## src/elfr_pkg.sv

```systemverilog
// Shared types and constants of the ellipse fill rasterizer.
// No dependencies; imported by every module of the block.
package elfr_pkg;

    localparam int MAP_DIM_MAX = 1024;
    localparam int CW          = $clog2(MAP_DIM_MAX + 1); // map coordinate counter width
    localparam int SW          = 15;                      // signed working width for clipping
    localparam int CFG_W       = 11;
    localparam int APB_AW      = 3;
    localparam int APB_DW      = 32;

    localparam int IN_XY_W     = 13;
    localparam int IN_WH_W     = 12;
    localparam int PIX_W       = 10;
    localparam int CEN_W       = 14;

    localparam int MUL_A_W     = 23;
    localparam int MUL_B_W     = 13;
    localparam int PROD_W      = MUL_A_W + MUL_B_W;
    localparam int SQ_W        = 23;
    localparam int DSQ_W       = 2 * MUL_B_W;
    localparam int RP_W        = 46;
    localparam int ACC_W       = 50;
    localparam int HI_SH       = MUL_B_W;

    localparam int RECT_MIN    = 3;

    localparam logic CMD_START = 1'b0;
    localparam logic CMD_STEP  = 1'b1;

    localparam logic REG_MAP_WIDTH  = 1'b0;
    localparam logic REG_MAP_HEIGHT = 1'b1;

    localparam logic [CFG_W-1:0] MAP_RESET = CFG_W'(1024);

    typedef struct packed {
        logic [CFG_W-1:0] map_width;
        logic [CFG_W-1:0] map_height;
    } cfg_t;

    // multiply-accumulate control, issued with the operands
    typedef struct packed {
        logic en;   // add the product into the accumulator
        logic clr;  // start a new sum
        logic hi;   // product weights the upper operand half
    } mac_ctl_t;

endpackage

```

## src/elfr_cfg.sv

```systemverilog
// APB register file: map_width and map_height.
// Depends on elfr_pkg.
module elfr_cfg import elfr_pkg::*; (
    input  logic              aclk,
    input  logic              aresetn,
    input  logic              psel,
    input  logic              penable,
    input  logic              pwrite,
    input  logic [APB_AW-1:0] paddr,
    input  logic [APB_DW-1:0] pwdata,
    output logic [APB_DW-1:0] prdata,
    output logic              pready,
    output cfg_t              cfg
);

    logic [CFG_W-1:0] map_width_reg;
    logic [CFG_W-1:0] map_height_reg;
    logic             reg_idx;
    logic             wr_en;

    assign reg_idx = paddr[2];
    assign wr_en   = psel & penable & pwrite;
    assign pready  = 1'b1;

    always_ff @(posedge aclk) begin
        if (!aresetn) begin
            map_width_reg  <= MAP_RESET;
            map_height_reg <= MAP_RESET;
        end else if (wr_en) begin
            case (reg_idx)
                REG_MAP_WIDTH:  map_width_reg  <= pwdata[CFG_W-1:0];
                REG_MAP_HEIGHT: map_height_reg <= pwdata[CFG_W-1:0];
                default: ;
            endcase
        end
    end

    always_comb begin
        case (reg_idx)
            REG_MAP_WIDTH:  prdata = APB_DW'(map_width_reg);
            REG_MAP_HEIGHT: prdata = APB_DW'(map_height_reg);
            default:        prdata = '0;
        endcase
    end

    assign cfg.map_width  = map_width_reg;
    assign cfg.map_height = map_height_reg;

endmodule

```

## src/elfr_mac.sv

```systemverilog
// Shared 23x13 multiplier with a registered product and a shifting accumulator.
// Depends on elfr_pkg.
module elfr_mac import elfr_pkg::*; (
    input  logic               aclk,
    input  logic               aresetn,
    input  mac_ctl_t           ctl,
    input  logic [MUL_A_W-1:0] op_a,
    input  logic [MUL_B_W-1:0] op_b,
    output logic [PROD_W-1:0]  prod,
    output logic [ACC_W-1:0]   acc
);

    logic [PROD_W-1:0] prod_reg;
    logic [ACC_W-1:0]  acc_reg;
    mac_ctl_t          ctl_reg;
    logic [ACC_W-1:0]  addend;

    // upper-half partial products carry a weight of 2^HI_SH
    assign addend = ctl_reg.hi ? (ACC_W'(prod_reg) << HI_SH) : ACC_W'(prod_reg);

    always_ff @(posedge aclk) begin
        if (!aresetn) begin
            ctl_reg <= '0;
        end else begin
            ctl_reg <= ctl;
        end
        prod_reg <= PROD_W'(op_a) * PROD_W'(op_b);
        if (ctl_reg.en) begin
            acc_reg <= (ctl_reg.clr ? '0 : acc_reg) + addend;
        end
    end

    assign prod = prod_reg;
    assign acc  = acc_reg;

endmodule

```

## src/ellipse_fill_rasterizer_unit.sv

```systemverilog
// Top level of the ellipse fill rasterizer: sequencer, clip and scan registers.
// Depends on elfr_pkg, elfr_cfg and elfr_mac.
//
// Input stream (s_*): one transaction per command. s_tuser is the command:
// start loads a bounding rectangle from s_tdata, step visits the next pixel
// of the clipped rectangle in raster order. Output stream (m_*): one
// transaction per step while a shape is active: pixel coordinates and the
// paint flag in m_tdata, m_tlast on the final pixel of the rectangle.
// Start transactions and steps while idle produce nothing.
// APB port: map_width at 0x0, map_height at 0x4; write only while idle.
// Timing: s_tready is high only in the idle state, so a new command waits
// until the previous one is through. After acceptance a start computes two
// squares and a two-pass product on the shared multiplier. A step runs six
// multiplier issues (dx^2, dy^2, and two halves for each weighted term),
// an accumulator drain state and the compare/output state. Steps of small
// rectangles (width or height below 3) skip the multiplier and go straight
// to the compare/output state.
// The result sits in an output register; the next command is accepted while
// it waits. If the receiver stalls, a new result holds in the compare cycle
// until the register frees. Reset idles the block, clears the active shape
// and sets both map sizes to 1024.
module ellipse_fill_rasterizer_unit import elfr_pkg::*; (
    input  logic              aclk,
    input  logic              aresetn,
    input  logic              s_tvalid,
    output logic              s_tready,
    input  logic [55:0]       s_tdata,  // left[12:0], top[25:13], rect_w[37:26], rect_h[49:38]
    input  logic [0:0]        s_tuser,  // command[0]
    output logic              m_tvalid,
    input  logic              m_tready,
    output logic [23:0]       m_tdata,  // pix_x[9:0], pix_y[19:10], paint[20]
    output logic              m_tlast,  // last
    input  logic              psel,
    input  logic              penable,
    input  logic              pwrite,
    input  logic [APB_AW-1:0] paddr,
    input  logic [APB_DW-1:0] pwdata,
    output logic [APB_DW-1:0] prdata,
    output logic              pready
);

    typedef enum logic [3:0] {
        ST_IDLE,
        ST_SQW,     // issue w*w
        ST_SQH,     // issue h*h, save w*w/4, clip
        ST_HH,      // save h*h/4
        ST_RP0,     // issue hw * hh low half
        ST_RP1,     // issue hw * hh high half
        ST_RPACC,   // accumulator drains
        ST_RPSAVE,  // save radius product
        ST_DX,      // issue dx*dx
        ST_DY,      // issue dy*dy, save dx^2
        ST_H0,      // issue hh * dx^2 low, save dy^2
        ST_H1,      // issue hh * dx^2 high
        ST_W0,      // issue hw * dy^2 low
        ST_W1,      // issue hw * dy^2 high
        ST_ACC,     // accumulator drains
        ST_OUT      // compare, emit result, advance scan
    } state_t;

    cfg_t cfg;

    elfr_cfg u_cfg (
        .aclk    (aclk),
        .aresetn (aresetn),
        .psel    (psel),
        .penable (penable),
        .pwrite  (pwrite),
        .paddr   (paddr),
        .pwdata  (pwdata),
        .prdata  (prdata),
        .pready  (pready),
        .cfg     (cfg)
    );

    mac_ctl_t           mac_ctl;
    logic [MUL_A_W-1:0] mac_a;
    logic [MUL_B_W-1:0] mac_b;
    logic [PROD_W-1:0]  mac_prod;
    logic [ACC_W-1:0]   mac_acc;

    elfr_mac u_mac (
        .aclk    (aclk),
        .aresetn (aresetn),
        .ctl     (mac_ctl),
        .op_a    (mac_a),
        .op_b    (mac_b),
        .prod    (mac_prod),
        .acc     (mac_acc)
    );

    state_t state_reg, state_next;

    // control
    logic active_reg;
    logic rect_mode_reg;
    logic m_tvalid_reg;

    // latched rectangle
    logic signed [IN_XY_W-1:0] left_reg;
    logic signed [IN_XY_W-1:0] top_reg;
    logic [IN_WH_W-1:0]        w_reg;
    logic [IN_WH_W-1:0]        h_reg;

    // shape
    logic signed [CEN_W-1:0]   center_x_reg;
    logic signed [CEN_W-1:0]   center_y_reg;
    logic [SQ_W-1:0]           half_w_sq_reg;
    logic [SQ_W-1:0]           half_h_sq_reg;
    logic [RP_W-1:0]           radius_product_reg;
    logic [CW-1:0]             col_first_reg;
    logic [CW-1:0]             col_end_reg;
    logic [CW-1:0]             row_end_reg;
    logic [CW-1:0]             cur_col_reg;
    logic [CW-1:0]             cur_row_reg;
    logic [DSQ_W-1:0]          dx_sq_reg;
    logic [DSQ_W-1:0]          dy_sq_reg;

    // output register
    logic [PIX_W-1:0]          pix_x_reg;
    logic [PIX_W-1:0]          pix_y_reg;
    logic                      paint_reg;
    logic                      last_reg;

    logic s_accept;
    logic out_free;
    assign s_tready = (state_reg == ST_IDLE);
    assign s_accept = s_tvalid & s_tready;
    assign out_free = ~m_tvalid_reg | m_tready;

    // clip of the latched rectangle against the map
    logic signed [SW-1:0] left_s, top_s, wid_s, hgt_s;
    logic signed [SW-1:0] x_lo_s, y_lo_s, x_end_s, y_end_s, x_hi_s, y_hi_s;
    logic signed [SW-1:0] mw_s, mh_s;
    logic                 clip_ok;

    always_comb begin
        left_s  = SW'(left_reg);
        top_s   = SW'(top_reg);
        wid_s   = SW'(w_reg);
        hgt_s   = SW'(h_reg);
        mw_s    = SW'(cfg.map_width);
        mh_s    = SW'(cfg.map_height);
        if (mw_s > SW'(MAP_DIM_MAX)) mw_s = SW'(MAP_DIM_MAX);
        if (mh_s > SW'(MAP_DIM_MAX)) mh_s = SW'(MAP_DIM_MAX);
        x_lo_s  = left_s[SW-1] ? '0 : left_s;
        y_lo_s  = top_s[SW-1]  ? '0 : top_s;
        x_end_s = left_s + wid_s;
        y_end_s = top_s + hgt_s;
        x_hi_s  = (x_end_s > mw_s) ? mw_s : x_end_s;
        y_hi_s  = (y_end_s > mh_s) ? mh_s : y_end_s;
        clip_ok = (x_lo_s < x_hi_s) && (y_lo_s < y_hi_s);
    end

    // distance of the current pixel from the center
    logic signed [SW-1:0] col_s, row_s, cx_s, cy_s, dx_s, dy_s;
    logic [MUL_B_W-1:0]   dx_abs, dy_abs;

    always_comb begin
        col_s  = SW'(cur_col_reg);
        row_s  = SW'(cur_row_reg);
        cx_s   = SW'(center_x_reg);
        cy_s   = SW'(center_y_reg);
        dx_s   = col_s - cx_s;
        dy_s   = row_s - cy_s;
        dx_abs = dx_s[SW-1] ? MUL_B_W'(-dx_s) : MUL_B_W'(dx_s);
        dy_abs = dy_s[SW-1] ? MUL_B_W'(-dy_s) : MUL_B_W'(dy_s);
    end

    // scan position bookkeeping
    logic [CW:0] col_p1, row_p1;
    logic        col_done, row_done, pix_last, pix_paint;
    assign col_p1    = {1'b0, cur_col_reg} + 1'b1;
    assign row_p1    = {1'b0, cur_row_reg} + 1'b1;
    assign col_done  = col_p1 >= {1'b0, col_end_reg};
    assign row_done  = row_p1 >= {1'b0, row_end_reg};
    assign pix_last  = col_done & row_done;
    assign pix_paint = rect_mode_reg | (mac_acc <= ACC_W'(radius_product_reg));

    // sequencer and operand selection for the shared multiplier
    always_comb begin
        state_next = state_reg;
        mac_ctl    = '0;
        mac_a      = '0;
        mac_b      = '0;
        case (state_reg)
            ST_IDLE: begin
                if (s_accept) begin
                    if (s_tuser[0] == CMD_START) begin
                        state_next = ST_SQW;
                    end else if (active_reg) begin
                        state_next = rect_mode_reg ? ST_OUT : ST_DX;
                    end
                end
            end
            ST_SQW: begin
                mac_a      = MUL_A_W'(w_reg);
                mac_b      = MUL_B_W'(w_reg);
                state_next = ST_SQH;
            end
            ST_SQH: begin
                mac_a      = MUL_A_W'(h_reg);
                mac_b      = MUL_B_W'(h_reg);
                state_next = ST_HH;
            end
            ST_HH: state_next = ST_RP0;
            ST_RP0: begin
                mac_a      = half_w_sq_reg;
                mac_b      = half_h_sq_reg[MUL_B_W-1:0];
                mac_ctl    = '{en: 1'b1, clr: 1'b1, hi: 1'b0};
                state_next = ST_RP1;
            end
            ST_RP1: begin
                mac_a      = half_w_sq_reg;
                mac_b      = MUL_B_W'(half_h_sq_reg[SQ_W-1:MUL_B_W]);
                mac_ctl    = '{en: 1'b1, clr: 1'b0, hi: 1'b1};
                state_next = ST_RPACC;
            end
            ST_RPACC:  state_next = ST_RPSAVE;
            ST_RPSAVE: state_next = ST_IDLE;
            ST_DX: begin
                mac_a      = MUL_A_W'(dx_abs);
                mac_b      = dx_abs;
                state_next = ST_DY;
            end
            ST_DY: begin
                mac_a      = MUL_A_W'(dy_abs);
                mac_b      = dy_abs;
                state_next = ST_H0;
            end
            ST_H0: begin
                mac_a      = half_h_sq_reg;
                mac_b      = dx_sq_reg[MUL_B_W-1:0];
                mac_ctl    = '{en: 1'b1, clr: 1'b1, hi: 1'b0};
                state_next = ST_H1;
            end
            ST_H1: begin
                mac_a      = half_h_sq_reg;
                mac_b      = dx_sq_reg[DSQ_W-1:MUL_B_W];
                mac_ctl    = '{en: 1'b1, clr: 1'b0, hi: 1'b1};
                state_next = ST_W0;
            end
            ST_W0: begin
                mac_a      = half_w_sq_reg;
                mac_b      = dy_sq_reg[MUL_B_W-1:0];
                mac_ctl    = '{en: 1'b1, clr: 1'b0, hi: 1'b0};
                state_next = ST_W1;
            end
            ST_W1: begin
                mac_a      = half_w_sq_reg;
                mac_b      = dy_sq_reg[DSQ_W-1:MUL_B_W];
                mac_ctl    = '{en: 1'b1, clr: 1'b0, hi: 1'b1};
                state_next = ST_ACC;
            end
            ST_ACC: state_next = ST_OUT;
            ST_OUT: begin
                // hold here while the previous result is still unread
                if (out_free) state_next = ST_IDLE;
            end
            default: state_next = ST_IDLE;
        endcase
    end

    always_ff @(posedge aclk) begin
        if (!aresetn) begin
            state_reg    <= ST_IDLE;
            active_reg   <= 1'b0;
            m_tvalid_reg <= 1'b0;
        end else begin
            state_reg <= state_next;

            // load a new result, else drop the one just taken
            if (state_reg == ST_OUT && out_free) begin
                m_tvalid_reg <= 1'b1;
            end else if (m_tready) begin
                m_tvalid_reg <= 1'b0;
            end

            case (state_reg)
                ST_IDLE: begin
                    if (s_accept && s_tuser[0] == CMD_START) begin
                        left_reg   <= s_tdata[12:0];
                        top_reg    <= s_tdata[25:13];
                        w_reg      <= s_tdata[37:26];
                        h_reg      <= s_tdata[49:38];
                        active_reg <= 1'b0;
                    end
                end
                ST_SQH: begin
                    // product register holds w*w now
                    half_w_sq_reg <= mac_prod[SQ_W+1:2];
                    rect_mode_reg <= (w_reg < IN_WH_W'(RECT_MIN)) ||
                                     (h_reg < IN_WH_W'(RECT_MIN));
                    center_x_reg  <= CEN_W'(left_s + SW'(w_reg[IN_WH_W-1:1]));
                    center_y_reg  <= CEN_W'(top_s + SW'(h_reg[IN_WH_W-1:1]));
                    col_first_reg <= x_lo_s[CW-1:0];
                    cur_col_reg   <= x_lo_s[CW-1:0];
                    cur_row_reg   <= y_lo_s[CW-1:0];
                    col_end_reg   <= x_hi_s[CW-1:0];
                    row_end_reg   <= y_hi_s[CW-1:0];
                    active_reg    <= clip_ok;
                end
                ST_HH:     half_h_sq_reg      <= mac_prod[SQ_W+1:2];
                ST_RPSAVE: radius_product_reg <= mac_acc[RP_W-1:0];
                ST_DY:     dx_sq_reg          <= mac_prod[DSQ_W-1:0];
                ST_H0:     dy_sq_reg          <= mac_prod[DSQ_W-1:0];
                ST_OUT: begin
                    if (out_free) begin
                        pix_x_reg    <= PIX_W'(cur_col_reg);
                        pix_y_reg    <= PIX_W'(cur_row_reg);
                        paint_reg    <= pix_paint;
                        last_reg     <= pix_last;
                        if (pix_last) begin
                            active_reg <= 1'b0;
                        end else if (col_done) begin
                            cur_col_reg <= col_first_reg;
                            cur_row_reg <= row_p1[CW-1:0];
                        end else begin
                            cur_col_reg <= col_p1[CW-1:0];
                        end
                    end
                end
                default: ;
            endcase
        end
    end

    assign m_tvalid = m_tvalid_reg;
    assign m_tdata  = {3'b000, paint_reg, pix_y_reg, pix_x_reg};
    assign m_tlast  = last_reg;

endmodule
```

## config.mk

```make
export PLATFORM = sky130hd
export DESIGN_NAME = ellipse_fill_rasterizer_unit
export DESIGN_NICKNAME = d
export VERILOG_FILES = /design/src/elfr_pkg.sv /design/src/elfr_cfg.sv /design/src/elfr_mac.sv /design/src/ellipse_fill_rasterizer_unit.sv
export SDC_FILE = /design/constraint.sdc
export NUM_CORES = 2
export LEC_CHECK = 0
export ABC_AREA = 1
export BUFFER_PORTS_ARGS = -buffer_cell sky130_fd_sc_hd__clkbuf_2
export CAP_MARGIN = 20
export CORE_MARGIN = 3
export CORE_UTILIZATION = 30
export CTS_CLUSTER_DIAMETER = 30
export DETAILED_ROUTE_END_ITERATION = 10
export GPL_TIMING_DRIVEN = 0
export PLACE_DENSITY = 0.48
export SLEW_MARGIN = 15
export SYNTH_ARGS = -nofsm -noshare
export SYNTH_HDL_FRONTEND = slang
export SYNTH_SLANG_ARGS = --single-unit
```

## constraint.sdc

```tcl
create_clock -name aclk -period 21 [get_ports aclk]
set_input_delay 4.2 -clock aclk [delete_from_list [all_inputs] [get_ports aclk]]
set_output_delay 4.2 -clock aclk [all_outputs]
set_load 0.02 [all_outputs]
```

Yosys cells after proc, flatten, opt, wreduce, memory -nomap -nowiden
Index checks and enable logic that the tools add are counted.

Register bits: 417. Input bits: 99. Output and inout port bits: 60. Word-level logic and storage cells: 144.

Add/subtract/negate cells: 11. Multipliers: 1. $lt $le $gt $ge: 11. Equal/unequal tests: 22. Mux-type cells: 34. Bitwise operators: 9. Reductions and logical operators: 25.

Operators by type and width (number): 23-bit one-hot mux with 6 select lines (1); 13-bit one-hot mux with 10 select lines (1); 11-bit two-way mux (8); 32-bit one-hot mux with 2 select lines (1); 4-bit one-hot mux with 16 select lines (1); 50-bit adder (1); 50-bit by 46-bit <= comparator with 1-bit output (1); 50-bit two-way mux (1); 49-bit two-way mux (1); 11-bit one-hot mux with 2 select lines (2); 23-bit by 13-bit multiplier with 36-bit output (1); 4-bit == test (second input constant) (8); 13-bit by 15-bit < comparator with 1-bit output (2); 15-bit two-way mux (2); 12-bit by 14-bit subtractor with 15-bit output (2); 13-bit by 12-bit adder with 14-bit output (2); 13-bit by 13-bit adder with 14-bit output (2); 14-bit by 12-bit greater-than comparator with 1-bit output (2); 13-bit two-way mux (2); 13-bit negation (2); 11-bit by 1-bit adder with 12-bit output (second input constant) (2); 12-bit by 11-bit >= comparator with 1-bit output (2); 12-bit by 2-bit < comparator with 1-bit output (second input constant) (2); 12-bit two-way mux (2); 27 further kinds (62).

Depth between registers and ports, before layout
Depth after elaboration: 7. Mapped depth: 48. Depth with buffers taken out: 48.

Modules after synthesis
From an unflattened synthesis, not the netlist that was laid out.

Cell total of the unflattened synthesis: 4741. Area total of the unflattened synthesis: 37208.2 µm².

Modules (own cells, without submodules): ellipse_fill_rasterizer_unit (instances 1, cells an instance 1996, area an instance 18634.1 µm², sequential area each 9128.8 µm²); elfr_mac (instances 1, cells an instance 2553, area an instance 17369.2 µm², sequential area each 2282.2 µm²); elfr_cfg (instances 1, cells an instance 192, area an instance 1204.9 µm², sequential area each 440.4 µm²).

Worst setup path before layout
No wires, ideal clock.

Path kind: input to register. Start: input s_tuser. End: register h_reg[0], enable pin. Setup time: 583 ps. Arrival: 9108 ps. Required time: 20417 ps. Path slack: 11308 ps. Cell stages on the path: 1. Buffers on the path: 0. Cells stage by stage: nor4_1.

Longest elaborated chain between the ends: 3.

RTL lines: start, declared (RTL line ellipse_fill_rasterizer_unit.sv:28) `input logic [0:0] s_tuser,`; 1-bit inverter (RTL line ellipse_fill_rasterizer_unit.sv:281) `if (s_accept && s_tuser[0] == CMD_START) begin`; 1-bit logical AND (RTL line ellipse_fill_rasterizer_unit.sv:281); 3-bit AND reduction (no source line); end signal, assigned (RTL line ellipse_fill_rasterizer_unit.sv:285) `h_reg <= s_tdata[49:38];`; end, declared (RTL line ellipse_fill_rasterizer_unit.sv:103) `logic [IN_WH_W-1:0] h_reg;`.

No other way between the ends. A chain may end at the register's enable or synchronous reset.

Worst setup path in the final report
Start: input paddr[2]. End: output prdata[0].

Longest elaborated chain between the ends: 2.

RTL lines: start, declared (RTL line ellipse_fill_rasterizer_unit.sv:36) `input logic [APB_AW-1:0] paddr,`; 1-bit inverter (RTL line elfr_cfg.sv:39) `case (reg_idx)`; 32-bit one-hot mux with 2 select lines * (RTL line elfr_cfg.sv:39); end, declared (RTL line ellipse_fill_rasterizer_unit.sv:38) `output logic [APB_DW-1:0] prdata,`.

Every way passes the cells marked *; elsewhere a longest branch is shown, timed or not. The select of a mux whose other input is x is not followed.

==> qor.csv <==
stage,metric,value,unit
critical_path,crit_family,buffers and inverters,
synthesis,synthArstFlopShare,0,
synthesis,synth_top_area_cell,edfxtp_1,
floorplanning,die_y,346,um
final_layout,largest_reg_flops,50,
power_and_ir_drop,power_density,154,nW/um^2
synthesis,synth_warnings,0,
critical_path,ff2ff_setup_slack,11.54,ns
routing,viasPerCell,4.62,
synthesis,synth_common_cells,"inv_1, nand2_1, nor2_1",
routing,drtAntennaViolNets,0,
cts,clock-root-buffer,clkbuf_16,
placed_design,io_buffers,104,
critical_path,endpoint_kind,output pin,
critical_path,cp_max_fo,10,
critical_path,r2r_end,u_mac.prod[34],
synthesis,ys_ff_latch,417,
final_layout,antenna_cells,0,
final_layout,syn_to_final_growth,17.2,%
synthesis,synth_area,34600,sq um
global_routing,grt_pass1_vias,27383,
synthesis,yosysTopAreaCellShare,0.304,
worst_hold_path,holdPathEnd,radius_product_reg[0],
placed_design,post-place-ws,11.44,ns
cts,cts.clk_slew.worst_paths,0.04,ns
routing,dr.pass1.iters,5,
critical_path,r2r-start,cur_row_reg[0],
sta,setup_viol,0,
global_routing,grt_overflow,0,
cts,clock_sinks,417,
sta,hold_viol_final,0,
cts,insertion_delay,0.65,ns
sta,period_share,0.455,
synthesis,synth_edf_count,350,
sta,fmax,105,MHz
cts,cts-resized-gates,0,
global_routing,grt_max_degree,33,
routing,num_vias,26959,
sta,grt_setup_unrepaired,false,
global_routing,antenna_found_initial,0,
worst_hold_path,min_path_cells,0,
cts,postCtsHoldBufs,0,
worst_hold_path,hold_class,flip-flop to flip-flop,
critical_path,critical_path.cell_chain,clkbuf_2 -> clkbuf_1 -> clkbuf_1 -> nand2_1 -> o21ai_0 -> clkbuf_2,
critical_path,path_buf_inv,4,
power_and_ir_drop,p_leak,19.4,nW
critical_path,slowest_stage,clkbuf_1,
cts,cts_buffers,94,
sta,period_needed,9.57,ns
floorplanning,row_count,123,
synthesis,ys.flop_type,edfxtp_1,
floorplanning,die-area,119000,sq um
routing,drt_iter0_markers,1671,
cts,clockBufferDepth,3,
synthesis,synth_cell_types,62,
global_routing,grt_pass1_wl,162,mm
final_layout,fillers,11827,
final_layout,drive_gt1_frac,0.0926,
synthesis,synthesis.instances,4016,
critical_path,reg2reg_depth,41,
final_layout,seq_area,11900,sq um
global_routing,grt.total_usage,0.175,
power_and_ir_drop,ir_drop,132,uV
synthesis,yosysMostFrequentCell,inv_1,
run_status,status,completed,
sta,setup_tns,0,ns
critical_path,cp_data_required_time,16.80,ns
final_layout,fin_nets,4911,
worst_hold_path,hp-start,u_mac.acc[0],
sta,fin_skew,0.0400,ns
sta,worst_slew_pin_slew,0.949,ns
final_layout,multiInputGateArea,19100,sq um
cts,cts_setup_buffers,0,
synthesis,synth_area_leaders,"edfxtp_1, fa_1, ha_1, inv_1, nand2_1",
sta,maxSlewViolCount,0,
floorplanning,core-area,113000,sq um
routing,drc,0,
sta,layout_setup_ws,11.44,ns
final_layout,final_util,0.357,
placed_design,gp_congestion,0.884,
critical_path,critPathMaxStageDelay,0.34,ns
critical_path,start_kind,input port,
job,max_cap_viol_count,0,
cts,cts_tree,built,
floorplanning,fp.dieW,346,um
cts,h-tree-depth,3,
routing,avgRoutedWirePerCell,17.8,um
critical_path,worstPathArrival,5.36,ns
floorplanning,num_io_pins,159,
synthesis,ys_seq_area_frac,0.343,
routing,routed_wl,104,mm
floorplanning,start_util,0.305,
synthesis,syn_avg_cell_area,8.62,sq um
sta,slew_headroom,0.367,
critical_path,crit_type,input port to output pin,
placed_design,hpwlAfterDp,84.6,mm
==> per-stage QoR <==
step | hold slack, ns | area, sq um | cells | power [mW]
after floorplan | 0.426 | 34700 | 4039 | 3.67
final | 0.479 | 40500 | 5841 | 6.24
after detailed placement | 0.468 | 37400 | 5663 | 4.86
after CTS | 0.480 | 40500 | 5840 | 6.33
after global placement | 0.436 | 37100 | 5643 | 4.85
after global routing | 0.487 | 40500 | 5841 | 6.82
==> cells by family after synthesis <==
kind of cell / after synthesis / synth area share
compound gates: 585 / 0.0969
flops: 417 / 0.343
xor+xnor: 157 / 0.0400
other cells: 2 / 0.000217
buf+inv: 961 / 0.109
simple gates: 1342 / 0.160
fa+ha+maj: 552 / 0.251
==> placed cells by master, fill, tap and decap left out, types with 64 or more instances in the layout <==
cell type and instances:
clkbuf_16 96, clkbuf_2 104, nand2_1 729, nand3_1 114, fa_1 238, clkbuf_1 64
dfxtp_1 66, a21oi_1 239, nor2_1 381, inv_1 840, xor2_1 102, o21ai_0 158
edfxtp_1 350, ha_1 314
==> layout make-up <==
cell class                 count  share of cell area
multi-input combinational   2661               0.472
sequential                   417               0.292
inverter                     859              0.0796
clock buffer                 117              0.0627
tap                         1500              0.0463
timing repair buffer         125              0.0189
clock inverter                60              0.0149
buffer                       102              0.0136
==> how the worst max path moves through the flow <==
stage                               from        endpoint  cells past startpoint
after global routing      cur_row_reg[0]  u_mac.prod[34]                     41
after CTS                 cur_row_reg[0]  u_mac.prod[34]                     41
after global placement           aresetn       h_reg[11]                      3
after floorplan                  s_tuser        h_reg[0]                      1
final                           paddr[2]       prdata[0]                      6
after detailed placement  cur_row_reg[0]  u_mac.prod[34]                     41
==> power by group <==
group,switching [mW],internal [mW]
combinational,2.38,1.21
clock,0.502,0.927
sequential,0.123,1.10
==> routing by layer <==
layer	track usage	vias up	share of wire
met4	0.0430	0	0.022
met2	0.284	579	0.46
met3	0.0275	157	0.048
met5	0	-	0
li1	-	13380	-
met1	0.243	12843	0.47
Note: power is estimated with default switching activity, not from simulation.
